[src/sv/ffd_pkg.sv]
package ffd_pkg;

	// request opcodes
	localparam logic [1:0] OP_BYTE = 2'd0;
	localparam logic [1:0] OP_TICK = 2'd1;
	localparam logic [1:0] OP_READ = 2'd2;

	// frame status codes
	localparam logic [1:0] ST_OK        = 2'd0;
	localparam logic [1:0] ST_HDR_ERR   = 2'd1;
	localparam logic [1:0] ST_TERM_ERR  = 2'd2;
	localparam logic [1:0] ST_TIMEOUT   = 2'd3;

	// reply kinds
	localparam logic KIND_STATUS = 1'b0;
	localparam logic KIND_READ   = 1'b1;

	// register indexes
	localparam logic [1:0] REG_HEADER  = 2'd0;
	localparam logic [1:0] REG_TERM    = 2'd1;
	localparam logic [1:0] REG_LEN     = 2'd2;
	localparam logic [1:0] REG_TIMEOUT = 2'd3;

	localparam logic [1:0]  LAST_WORD_POS = 2'd3;
	localparam logic [31:0] TIMEOUT_RESET = 32'd1000;

endpackage

[src/sv/fixed_frame_deframer.sv]
// Channel  | Direction | Signals                          | Contents
// ---------+-----------+----------------------------------+-----------------------------------
// s_*      | in        | s_tvalid s_tready s_tdata s_tuser | opcode, received byte, read index
// m_*      | out       | m_tvalid m_tready m_tdata m_tuser | reply kind, frame status, read data
// p*       | in/out    | psel penable pwrite paddr ...    | four 32-bit registers at 0x0..0xC
//
// One request is taken every cycle while s_tready is high; replies pass s1, then s2.
// The rate is set by the single payload memory: one write or one read per request.
// Reset clears the frame state, one valid bit per memory entry and the registers, but sets
// the timeout to 1000; an entry never written reads as zero, so there is no clearing pass.
// Two result slots (memory read stage and output register) absorb a stalled m_tready;
// s_tready drops only while both are full.
module fixed_frame_deframer
	import ffd_pkg::*;
#(
	parameter int PAYLOAD_MAX = 56
) (
	input  logic        clk,
	input  logic        arst_n,
	input  logic        s_tvalid,
	output logic        s_tready,
	input  logic [15:0] s_tdata,   // [7:0] data_byte, [13:8] read_index, [15:14] zero
	input  logic [1:0]  s_tuser,   // [1:0] opcode
	output logic        m_tvalid,
	input  logic        m_tready,
	output logic [15:0] m_tdata,   // [1:0] frame_status, [9:2] read_data, [15:10] zero
	output logic        m_tuser,   // [0] reply_kind
	input  logic        psel,
	input  logic        penable,
	input  logic        pwrite,
	input  logic [3:0]  paddr,
	input  logic [31:0] pwdata,
	output logic [31:0] prdata,
	output logic        pready
);

	localparam int DEPTH  = 2 * PAYLOAD_MAX;
	localparam int ADDR_W = $clog2(DEPTH);
	localparam logic [ADDR_W-1:0] BANK_OFS = ADDR_W'(PAYLOAD_MAX);

	typedef enum logic [1:0] {PH_IDLE, PH_HEADER, PH_PAYLOAD, PH_TERM} phase_t;

	// configuration registers
	logic [31:0] hdr_q;
	logic [31:0] term_q;
	logic [5:0]  len_q;
	logic [31:0] tmo_q;

	// frame state
	phase_t      phase_q;
	logic [1:0]  pos_q;
	logic [5:0]  cnt_q;
	logic [31:0] el_q;
	logic        cbank_q;

	// payload memory and its valid bits
	logic [7:0]       mem [DEPTH];
	logic [DEPTH-1:0] vld_q;

	// result pipeline
	logic       valid_s1;
	logic       kind_s1;
	logic [1:0] status_s1;
	logic       rd_ok_s1;
	logic [7:0] rd_data_s1;
	logic       valid_s2;
	logic       kind_s2;
	logic [1:0] status_s2;
	logic [7:0] data_s2;

	logic       accept;
	logic       adv_s1;
	logic       cfg_wr;
	logic [1:0] opcode;
	logic [7:0] data_byte;
	logic [5:0] read_index;
	logic [5:0] eff_len;

	phase_t      cur_phase;
	phase_t      phase_n;
	logic [1:0]  pos_n;
	logic [5:0]  cnt_n;
	logic [31:0] el_n;
	logic [31:0] el_inc;
	logic [6:0]  cnt_inc;
	logic        cbank_n;
	logic        res_n;
	logic        res_kind_n;
	logic [1:0]  res_status_n;
	logic        wr_en;
	logic [ADDR_W-1:0] wr_addr;
	logic [ADDR_W-1:0] rd_addr;
	logic        rd_en;
	logic        in_range;

	assign opcode     = s_tuser;
	assign data_byte  = s_tdata[7:0];
	assign read_index = s_tdata[13:8];

	assign adv_s1   = !valid_s2 || m_tready;
	assign s_tready = !valid_s1 || adv_s1;
	assign accept   = s_tvalid && s_tready;

	assign eff_len = (int'(len_q) > PAYLOAD_MAX) ? 6'(PAYLOAD_MAX) : len_q;

	// ---------------- configuration port ----------------
	assign pready = 1'b1;
	assign cfg_wr = psel && penable && pwrite && pready;

	always_ff @(posedge clk or negedge arst_n) begin
		if (!arst_n) begin
			hdr_q  <= '0;
			term_q <= '0;
			len_q  <= '0;
			tmo_q  <= TIMEOUT_RESET;
		end else if (cfg_wr) begin
			case (paddr[3:2])
				REG_HEADER:  hdr_q  <= pwdata;
				REG_TERM:    term_q <= pwdata;
				REG_LEN:     len_q  <= pwdata[5:0];
				REG_TIMEOUT: tmo_q  <= pwdata;
				default: ;
			endcase
		end
	end

	always_comb begin
		case (paddr[3:2])
			REG_HEADER:  prdata = hdr_q;
			REG_TERM:    prdata = term_q;
			REG_LEN:     prdata = {26'd0, len_q};
			REG_TIMEOUT: prdata = tmo_q;
			default:     prdata = '0;
		endcase
	end

	// ---------------- frame logic ----------------
	assign cur_phase = (phase_q == PH_IDLE) ? ((hdr_q != '0) ? PH_HEADER : PH_PAYLOAD) : phase_q;
	assign cnt_inc   = {1'b0, cnt_q} + 7'd1;
	assign el_inc    = (el_q == '1) ? el_q : el_q + 32'd1;
	assign wr_addr   = ADDR_W'(cnt_q) + (cbank_q ? '0 : BANK_OFS);
	assign rd_addr   = ADDR_W'(read_index) + (cbank_q ? BANK_OFS : '0);
	assign in_range  = read_index < eff_len;

	always_comb begin
		phase_n      = phase_q;
		pos_n        = pos_q;
		cnt_n        = cnt_q;
		el_n         = el_q;
		cbank_n      = cbank_q;
		res_n        = 1'b0;
		res_kind_n   = KIND_STATUS;
		res_status_n = ST_OK;
		wr_en        = 1'b0;
		rd_en        = 1'b0;
		case (opcode)
			OP_BYTE: begin
				if (eff_len == '0) begin
					// reception off: drop byte and abandon any open frame
					phase_n = PH_IDLE;
					pos_n   = '0;
					cnt_n   = '0;
					el_n    = '0;
				end else begin
					phase_n = cur_phase;
					case (cur_phase)
						PH_HEADER: begin
							if (data_byte != hdr_q[{pos_q, 3'b000} +: 8]) begin
								res_n        = 1'b1;
								res_status_n = ST_HDR_ERR;
							end else if (pos_q == LAST_WORD_POS) begin
								pos_n   = '0;
								cnt_n   = '0;
								phase_n = PH_PAYLOAD;
							end else begin
								pos_n = pos_q + 2'd1;
							end
						end
						PH_PAYLOAD: begin
							wr_en = int'(cnt_q) < PAYLOAD_MAX;
							cnt_n = cnt_inc[5:0];
							if (cnt_inc >= {1'b0, eff_len}) begin
								if (term_q == '0) begin
									cbank_n = !cbank_q;
									res_n   = 1'b1;
								end else begin
									pos_n   = '0;
									phase_n = PH_TERM;
								end
							end
						end
						PH_TERM: begin
							if (data_byte != term_q[{pos_q, 3'b000} +: 8]) begin
								res_n        = 1'b1;
								res_status_n = ST_TERM_ERR;
							end else if (pos_q == LAST_WORD_POS) begin
								cbank_n = !cbank_q;
								res_n   = 1'b1;
							end else begin
								pos_n = pos_q + 2'd1;
							end
						end
						default: ;
					endcase
				end
			end
			OP_TICK: begin
				if (phase_q != PH_IDLE) begin
					el_n = el_inc;
					if (el_inc > tmo_q) begin
						res_n        = 1'b1;
						res_status_n = ST_TIMEOUT;
					end
				end
			end
			OP_READ: begin
				rd_en      = 1'b1;
				res_n      = 1'b1;
				res_kind_n = KIND_READ;
			end
			default: ;
		endcase
		// any frame status ends the frame
		if (res_n && res_kind_n == KIND_STATUS) begin
			phase_n = PH_IDLE;
			pos_n   = '0;
			cnt_n   = '0;
			el_n    = '0;
		end
	end

	// ---------------- payload memory ----------------
	always_ff @(posedge clk) begin
		if (accept && wr_en) begin
			mem[wr_addr] <= data_byte;
		end
		if (accept && rd_en) begin
			rd_data_s1 <= mem[rd_addr];
		end
	end

	always_ff @(posedge clk or negedge arst_n) begin
		if (!arst_n) begin
			vld_q <= '0;
		end else if (accept && wr_en) begin
			vld_q[wr_addr] <= 1'b1;
		end
	end

	// ---------------- state and result pipeline ----------------
	always_ff @(posedge clk or negedge arst_n) begin
		if (!arst_n) begin
			phase_q   <= PH_IDLE;
			pos_q     <= '0;
			cnt_q     <= '0;
			el_q      <= '0;
			cbank_q   <= 1'b0;
			valid_s1  <= 1'b0;
			kind_s1   <= KIND_STATUS;
			status_s1 <= ST_OK;
			rd_ok_s1  <= 1'b0;
			valid_s2  <= 1'b0;
			kind_s2   <= KIND_STATUS;
			status_s2 <= ST_OK;
			data_s2   <= '0;
		end else begin
			if (adv_s1) begin
				valid_s2 <= valid_s1;
				if (valid_s1) begin
					kind_s2   <= kind_s1;
					status_s2 <= status_s1;
					data_s2   <= rd_ok_s1 ? rd_data_s1 : '0;
				end
			end
			if (accept) begin
				phase_q   <= phase_n;
				pos_q     <= pos_n;
				cnt_q     <= cnt_n;
				el_q      <= el_n;
				cbank_q   <= cbank_n;
				valid_s1  <= res_n;
				kind_s1   <= res_kind_n;
				status_s1 <= res_status_n;
				rd_ok_s1  <= rd_en && in_range && vld_q[rd_addr];
			end else if (adv_s1) begin
				valid_s1 <= 1'b0;
			end
		end
	end

	assign m_tvalid = valid_s2;
	assign m_tuser  = kind_s2;
	assign m_tdata  = {6'd0, data_s2, status_s2};

endmodule

[config.mk]
export PLATFORM = sky130hd
export DESIGN_NAME = fixed_frame_deframer
export DESIGN_NICKNAME = d
export VERILOG_FILES = /design/src/sv/ffd_pkg.sv /design/src/sv/fixed_frame_deframer.sv
export SDC_FILE = /design/constraint.sdc
export NUM_CORES = 1
export LEC_CHECK = 0
export BUFFER_PORTS_ARGS = -buffer_cell sky130_fd_sc_hd__buf_2
export CORE_MARGIN = 2
export CORE_UTILIZATION = 56
export DETAILED_ROUTE_END_ITERATION = 6
export GPL_TIMING_DRIVEN = 0
export PLACE_DENSITY = 0.75
export SLEW_MARGIN = 0
export SYNTH_ARGS = -nofsm -noshare
export SYNTH_HDL_FRONTEND = slang
export SYNTH_SLANG_ARGS = --single-unit
[constraint.sdc]
create_clock -name clk -period 3.95 [get_ports clk]
set_input_delay 0.79 -clock clk [delete_from_list [all_inputs] [get_ports clk]]
set_output_delay 0.79 -clock clk [all_outputs]
set_load 0.02 [all_outputs]
# Word level (Yosys, flattened, before mapping)
# Memory sizes are Yosys's and may differ from the RTL's. A register that Yosys moved wholly into a read port is not among the register bits.
# Cells that the tools add are included.
[totals] regBits=274 mem_bits_rw=896 wordCells=168 n_memories=1
[memory_table] name="mem" depth=112 width=8 read_ports=1 rd_ports_with_merged_regs=1 write_ports=1 line_no="fixed_frame_deframer.sv:57" source="logic [7:0] mem [DEPTH];"
[classes] add_sub_neg=5 order_cmp=8 n_eq_ne=24 shift=2 n_mux=70 bitwise=3 reduce_logical=37
[op_table] cell="$mux W32" count=4
[op_table] cell="$pmux W32 S4" count=1
[op_table] cell="$or A112 B112 Y112" count=1
[op_table] cell="$pmux W32 S2" count=1
[op_table] cell="$shiftx A32 B6 Y8" count=2
[op_table] cell="$mux W6" count=8
[op_table] cell="$mux W2" count=22
[op_table] cell="$add A32 B1 Y32 const B" count=1
[op_table] cell="$eq A32 B32 Y1 const B" count=1
[op_table] cell="$gt A32 B32 Y1" count=1
[op_table] cell="$logic_not A32 Y1" count=1
[op_table] cell="$reduce_bool A32 Y1" count=1
[op_table] cell="$ne A4 B4 Y1 const B" count=6
[op_table] cell="$mux W1" count=23
[op_table] cell="$lt A7 B8 Y1 const B" count=2
[op_table] cell="$ne A8 B8 Y1" count=2
[op_table] cell="$reduce_and A8 Y1" count=2
[op_table] cell="$add A6 B6 Y7" count=2
[op_table] cell="$eq A2 B2 Y1 const B" count=6
[op_table] cell="$pmux W2 S2" count=3
[op_table] cell="$pmux W6 S2" count=1
[op_table] cell="$reduce_and A2 Y1" count=6
[op_table] cell="$logic_and A1 B1 Y1" count=9
[op_table] cell="$mux W8" count=1
[op_table] cell="26 further kinds" count=42

# Depth between registers and ports, before layout
[logic_depth] ltp_word=10 mapped_depth=17

# Worst setup path after synthesis
# OpenSTA, ideal clock, no wires.
[synth_path] path_type="register to register" from="register el_q[8]" to="register phase_q[1]" arrival_time_ns=4.073 required_time_ns=3.813 setup_slack_ns=-0.260 stages_incl_launch_ff=17 path_buffers=2 synth_period_minus_slack_ns=4.210 path_cell_list="dfrtp_1 -> buf_6 -> nand4_1 -> nor3_1 -> and3_2 -> nand4_1 -> and2_1 -> or2_2 -> ha_1 -> nand4_1 -> or4_1 -> o21ai_1 -> a21oi_1 -> o31ai_1 -> buf_2 -> nor2_1 -> a2bb2oi_1"
[synth_between] elab_chain_len=9 word_cells_on_any_way=11 cone_classes="add/sub (1); order compare (1); eq/ne (1); mux (5); reduce/logical (3)"
[synth_rtl] element="start, declared" line_no="fixed_frame_deframer.sv:53" source="logic [31:0] el_q;"
[synth_rtl] element="start signal, assigned" line_no="fixed_frame_deframer.sv:279" source="el_q <= el_n;"
[synth_rtl] element="$add A32 B1 Y32 or $eq A32 B32 Y1 (tied branches)" line_no="fixed_frame_deframer.sv:140" source="assign el_inc = (el_q == '1) ? el_q : el_q + 32'd1;"
[synth_rtl] element="$mux W32 (*)" line_no="fixed_frame_deframer.sv:140"
[synth_rtl] element="$gt A32 B32 Y1 (*)" line_no="fixed_frame_deframer.sv:210" source="if (el_inc > tmo_q) begin"
[synth_rtl] element="$mux W1 (*)" line_no="fixed_frame_deframer.sv:210"
[synth_rtl] element="$mux W1 (*)" line_no="fixed_frame_deframer.sv:208" source="if (phase_q != PH_IDLE) begin"
[synth_rtl] element="$pmux W1 S3 (*)" line_no="fixed_frame_deframer.sv:156" source="case (opcode)"
[synth_rtl] element="$logic_and A1 B1 Y1 (*)" line_no="fixed_frame_deframer.sv:224" source="if (res_n && res_kind_n == KIND_STATUS) begin"
[synth_rtl] element="$reduce_bool A2 Y1 (no line)"
[synth_rtl] element="$reduce_and A2 Y1 (no line)"
[synth_rtl] element="end signal, assigned" line_no="fixed_frame_deframer.sv:276" source="phase_q <= phase_n;"
[synth_rtl] element="end, declared" line_no="fixed_frame_deframer.sv:50" source="phase_t phase_q;"
# Every way passes the cells marked *; elsewhere a longest branch is shown, timed or not.
# A chain may end at the register's enable or synchronous reset.

# Worst setup path after layout
[layout_path] from="register hdr_q[10]" to="memory mem[103][5], enable pin"
[layout_between] elab_chain_len=10
[layout_rtl] element="start, declared" line_no="fixed_frame_deframer.sv:44" source="logic [31:0] hdr_q;"
[layout_rtl] element="start signal, assigned" line_no="fixed_frame_deframer.sv:118" source="REG_HEADER: hdr_q <= pwdata;"
[layout_rtl] element="$reduce_bool A32 Y1" line_no="fixed_frame_deframer.sv:138" source="assign cur_phase = (phase_q == PH_IDLE) ? ((hdr_q != '0) ? PH_HEADER : PH_PAYLOAD) : phase_q;"
[layout_rtl] element="$mux W2 (2 in a row)" line_no="fixed_frame_deframer.sv:138"
[layout_rtl] element="$eq A2 B2 Y1" line_no="fixed_frame_deframer.sv:166" source="case (cur_phase)"
[layout_rtl] element="$mux W1" line_no="fixed_frame_deframer.sv:166"
[layout_rtl] element="$mux W1" line_no="fixed_frame_deframer.sv:158" source="if (eff_len == '0) begin"
[layout_rtl] element="$mux W1" line_no="fixed_frame_deframer.sv:156"
[layout_rtl] element="$logic_and A1 B1 Y1" line_no="fixed_frame_deframer.sv:234" source="if (accept && wr_en) begin"
[layout_rtl] element="$mux W1" line_no="fixed_frame_deframer.sv:234"
[layout_rtl] element="$mux W1 (implied by the code)" line_no="fixed_frame_deframer.sv:235" source="mem[wr_addr] <= data_byte;"
[layout_rtl] element="end, declared" line_no="fixed_frame_deframer.sv:57"
# Every way passes these cells.

==> results.yml <==
outcome:
  status: "finished with violations"
  violations: "max-capacitance violations, max-slew violations, negative setup slack"
sta:
  post-route-period-util_pct: 109
  worst_pin_slew_ps: 1640
  rsz0062_at_grt: "yes"
  finalMaxSlewViolations: 55
  slew_headroom_pct: -9.36
  hold_violations: 0
  fin_skew_ps: 48.5
  timing.fmax_ghz: 0.231
  setup_viol: 149
  min_period_ps: 4320
  setup_slack_ps: -374
  hold_slack_ps: 2.77
cells_and_area:
  final_nets: 3104
  layout-drive-gt1-share_pct: 39.3
  final_cells: 4254
  fin_area_sq_mm: 0.0573
  syn2layout_area_growth_pct: 15.7
yosys:
  synthAdderAreaFrac_pct: 1.42
  synthSimpleGateAreaFrac_pct: 5.34
  yosysMostFrequentCell: "edfxtp_1"
  ys.flop_type: "edfxtp_1"
  yosysWarnings: 0
  synthCells: 2666
  async_flop_share_pct: 23.3
  muxShareOfSynthArea_pct: 18.8
  synth.top_cell.area_share_pct: 54.8
  synth.area.top_cells: "edfxtp_1 (55%), mux4_2 (15%), dfrtp_1 (14%)"
  synth_seq_cells: 1178
  synth_top_area_cell: "edfxtp_1"
  syn-cell-area_sq_mm: 0.0495
  synth-compound-area-share_pct: 2.98
  synth_top_family_by_area: "multiplexers"
  yosysUniqueCellTypes: 81
  ys_seq_area_share_pct: 68.6
  synth_xor_area_share_pct: 0.960
  synth_edf_count: 904
  syn_avg_cell_area_sq_um: 18.6
  synthTopCellsByCount: "edfxtp_1 (904), mux4_2 (337), dfrtp_1 (268)"
clock_network:
  clk_latency_ps: 720
  cts_hold_buf: 0
  cts_buffers: 113
  root_buffer: "clkbuf_16"
  clock_sinks: 1178
  htreeDepth: 3
  clock_path_buffers: 3
  tritoncts: "built"
  cts.clk_slew.worst_paths_ps: 70
setup_path:
  r2r_cells: 7
  worstSetupEndpointType: "flip-flop"
  worst_r2r_endpoint: "mem[103][5]"
  ff2ff_setup_slack_ps: -370
  crit_required_ps: 4260
  path_cells: "nor4_1, nand2_1, o31a_1, clkbuf_1, nor2_2, nand3_1, nor2_1"
  cpMaxStageDelayCell: "nor2_1"
  reg2reg_from: "hdr_q[10]"
  worst-path-buf-inv: 1
  crit_family: "simple AND/OR/NAND/NOR gates"
  start_kind: "flip-flop"
  worst-path-stages: 7
  cp.arrival_ps: 4630
  worst-setup-path-type: "flip-flop to flip-flop"
  critPathMaxFanout: 10
  critPathMaxStageDelay_ps: 960
grt:
  antenna_found_initial: 13
  gr-total-overflow: 0
  met3_usage_pct: 6.30
  met2_usage_pct: 46.2
  gr-max-usage-layer: "met2"
  grt_max_degree: 122
  grt_first_pass_wirelength_mm: 190
  track_usage_pct: 29.1
  first_global_vias: 28100
  grt_util_met1_pct: 39.5
drt:
  ant_nets: 0
  drc_errors: 0
  drt-pass1-iter-count: 5
  wl_mm: 131
  routedWlPerCell_um: 30.8
  dr_total_vias: 27900
  routed_via_density: 6.55
  drtIter0Drc: 3749
power_and_ir_drop:
  power_density_mw_per_mm2: 531
  p_leak_uw: 0.0205
  peakVddDrop_mv: 0.385
placed_design:
  dp_hpwl_mm: 85.9
  placed_cells: 3945
  portBuffers: 98
  post-place-ws_ps: -1030
  dpl_cell_area_sq_mm: 0.0519
  gp_congestion: 0.965
floorplan:
  ios: 113
  die_w_um: 301
  dieArea_sq_mm: 0.0909
  row_count: 109
  initial_core_util_pct: 56.3
  die_h_um: 301
  core_area_sq_mm: 0.0880
hold_path:
  min_path_type: "input port to asynchronous set/reset pin"
run:
  maxCapViolCount: 6
-- logic make-up (layout without fill, tap and decap cells) --
logic type                 count (synthesis)  count (layout)
AOI/OAI and AO/OA                        191             191
xor gates and xnor gates                  50              50
adders and majority gates                 55              55
buffers and inverters                    186             602
DFF                                     1178            1178
muxes                                    480             480
other                                      2               9
and+or+nand+nor                          524             524
-- final cells by class --
class	instances	area (sq um)
Tap cell	1165	1460
Multi-Input combinational cell	1307	15400
Buffer	132	776
Sequential cell	1178	34000
Clock buffer	142	3040
Clock inverter	72	781
Fill cell	5733	30700
Antenna cell	2	5.00
Inverter	53	206
Timing Repair Buffer	203	1610
-- registers in the layout (all words and copies together), names as in the netlist, 2 cells and up --
name,cells
mem,896
vld_q,112
el_q,32
hdr_q,32
term_q,32
tmo_q,32
data_s2,8
rd_data_s1,8
cnt_q,6
len_q,6
phase_q,2
pos_q,2
status_s1,2
status_s2,2
-- how the worst max path moves through the flow --
stage | slack (ps) | endpoint | startpoint
2_1_floorplan | 6 | el_q[13] | el_q[0]
3_3_place_gp | -2910 | vld_q[36] | arst_n
3_5_place_dp | -1030 | el_q[2] | el_q[3]
4_1_cts | -140 | phase_q[1] | el_q[3]
5_1_grt | -460 | el_q[23] | el_q[8]
6_report | -370 | mem[103][5] | hdr_q[10]
-- power by group --
group	switching, uW	leakage, uW	internal [uW]	total [uW]
registers	419	0.0117	13700	14100
clock network	4760	0.00187	6330	11100
logic	3050	0.00694	2140	5190
total	8230	0.0205	22200	30400
-- metal layers --
layer / wire [um] / vias to the layer above
met5: 127 / -
met3: 12700 / 336
met1: 48900 / 14600
li1: - / 11300
met4: 6020 / 22
met2: 63200 / 1617
-- placed cells by master (no fill, tap or decap), types with 30 or more instances in the layout --
master	count
ha_1	48
clkbuf_1	72
nand2_1	91
nand3_1	37
nor2_2	64
or2_2	114
mux4_2	337
edfxtp_1	904
nor2_1	74
inv_1	50
mux2_2	129
dfrtp_1	263
a22o_1	41
buf_2	114
xnor2_1	30
buf_4	102
clkbuf_16	115
-- per-stage QoR --
step | util [%] | total power, uW | TNS (ps)
floorplan | - | 17300 | 0
global placement | 58.6 | 19000 | -826640
detailed placement | 59.0 | 19200 | -91400
CTS | 64.3 | 30200 | -4890
global route | 65.1 | 31200 | -49540
finish | 65.2 | 30400 | -23390
-- repair_timing --
action | 4_1_cts | 5_1_grt
endpoints found under the setup margin | 164 | 913
pin swaps | 21 | 43
resized for setup | 99 | 124
cloned | 1 | 2
setup buffers | 56 | 39
Note: power is estimated with default switching activity, not from simulation.
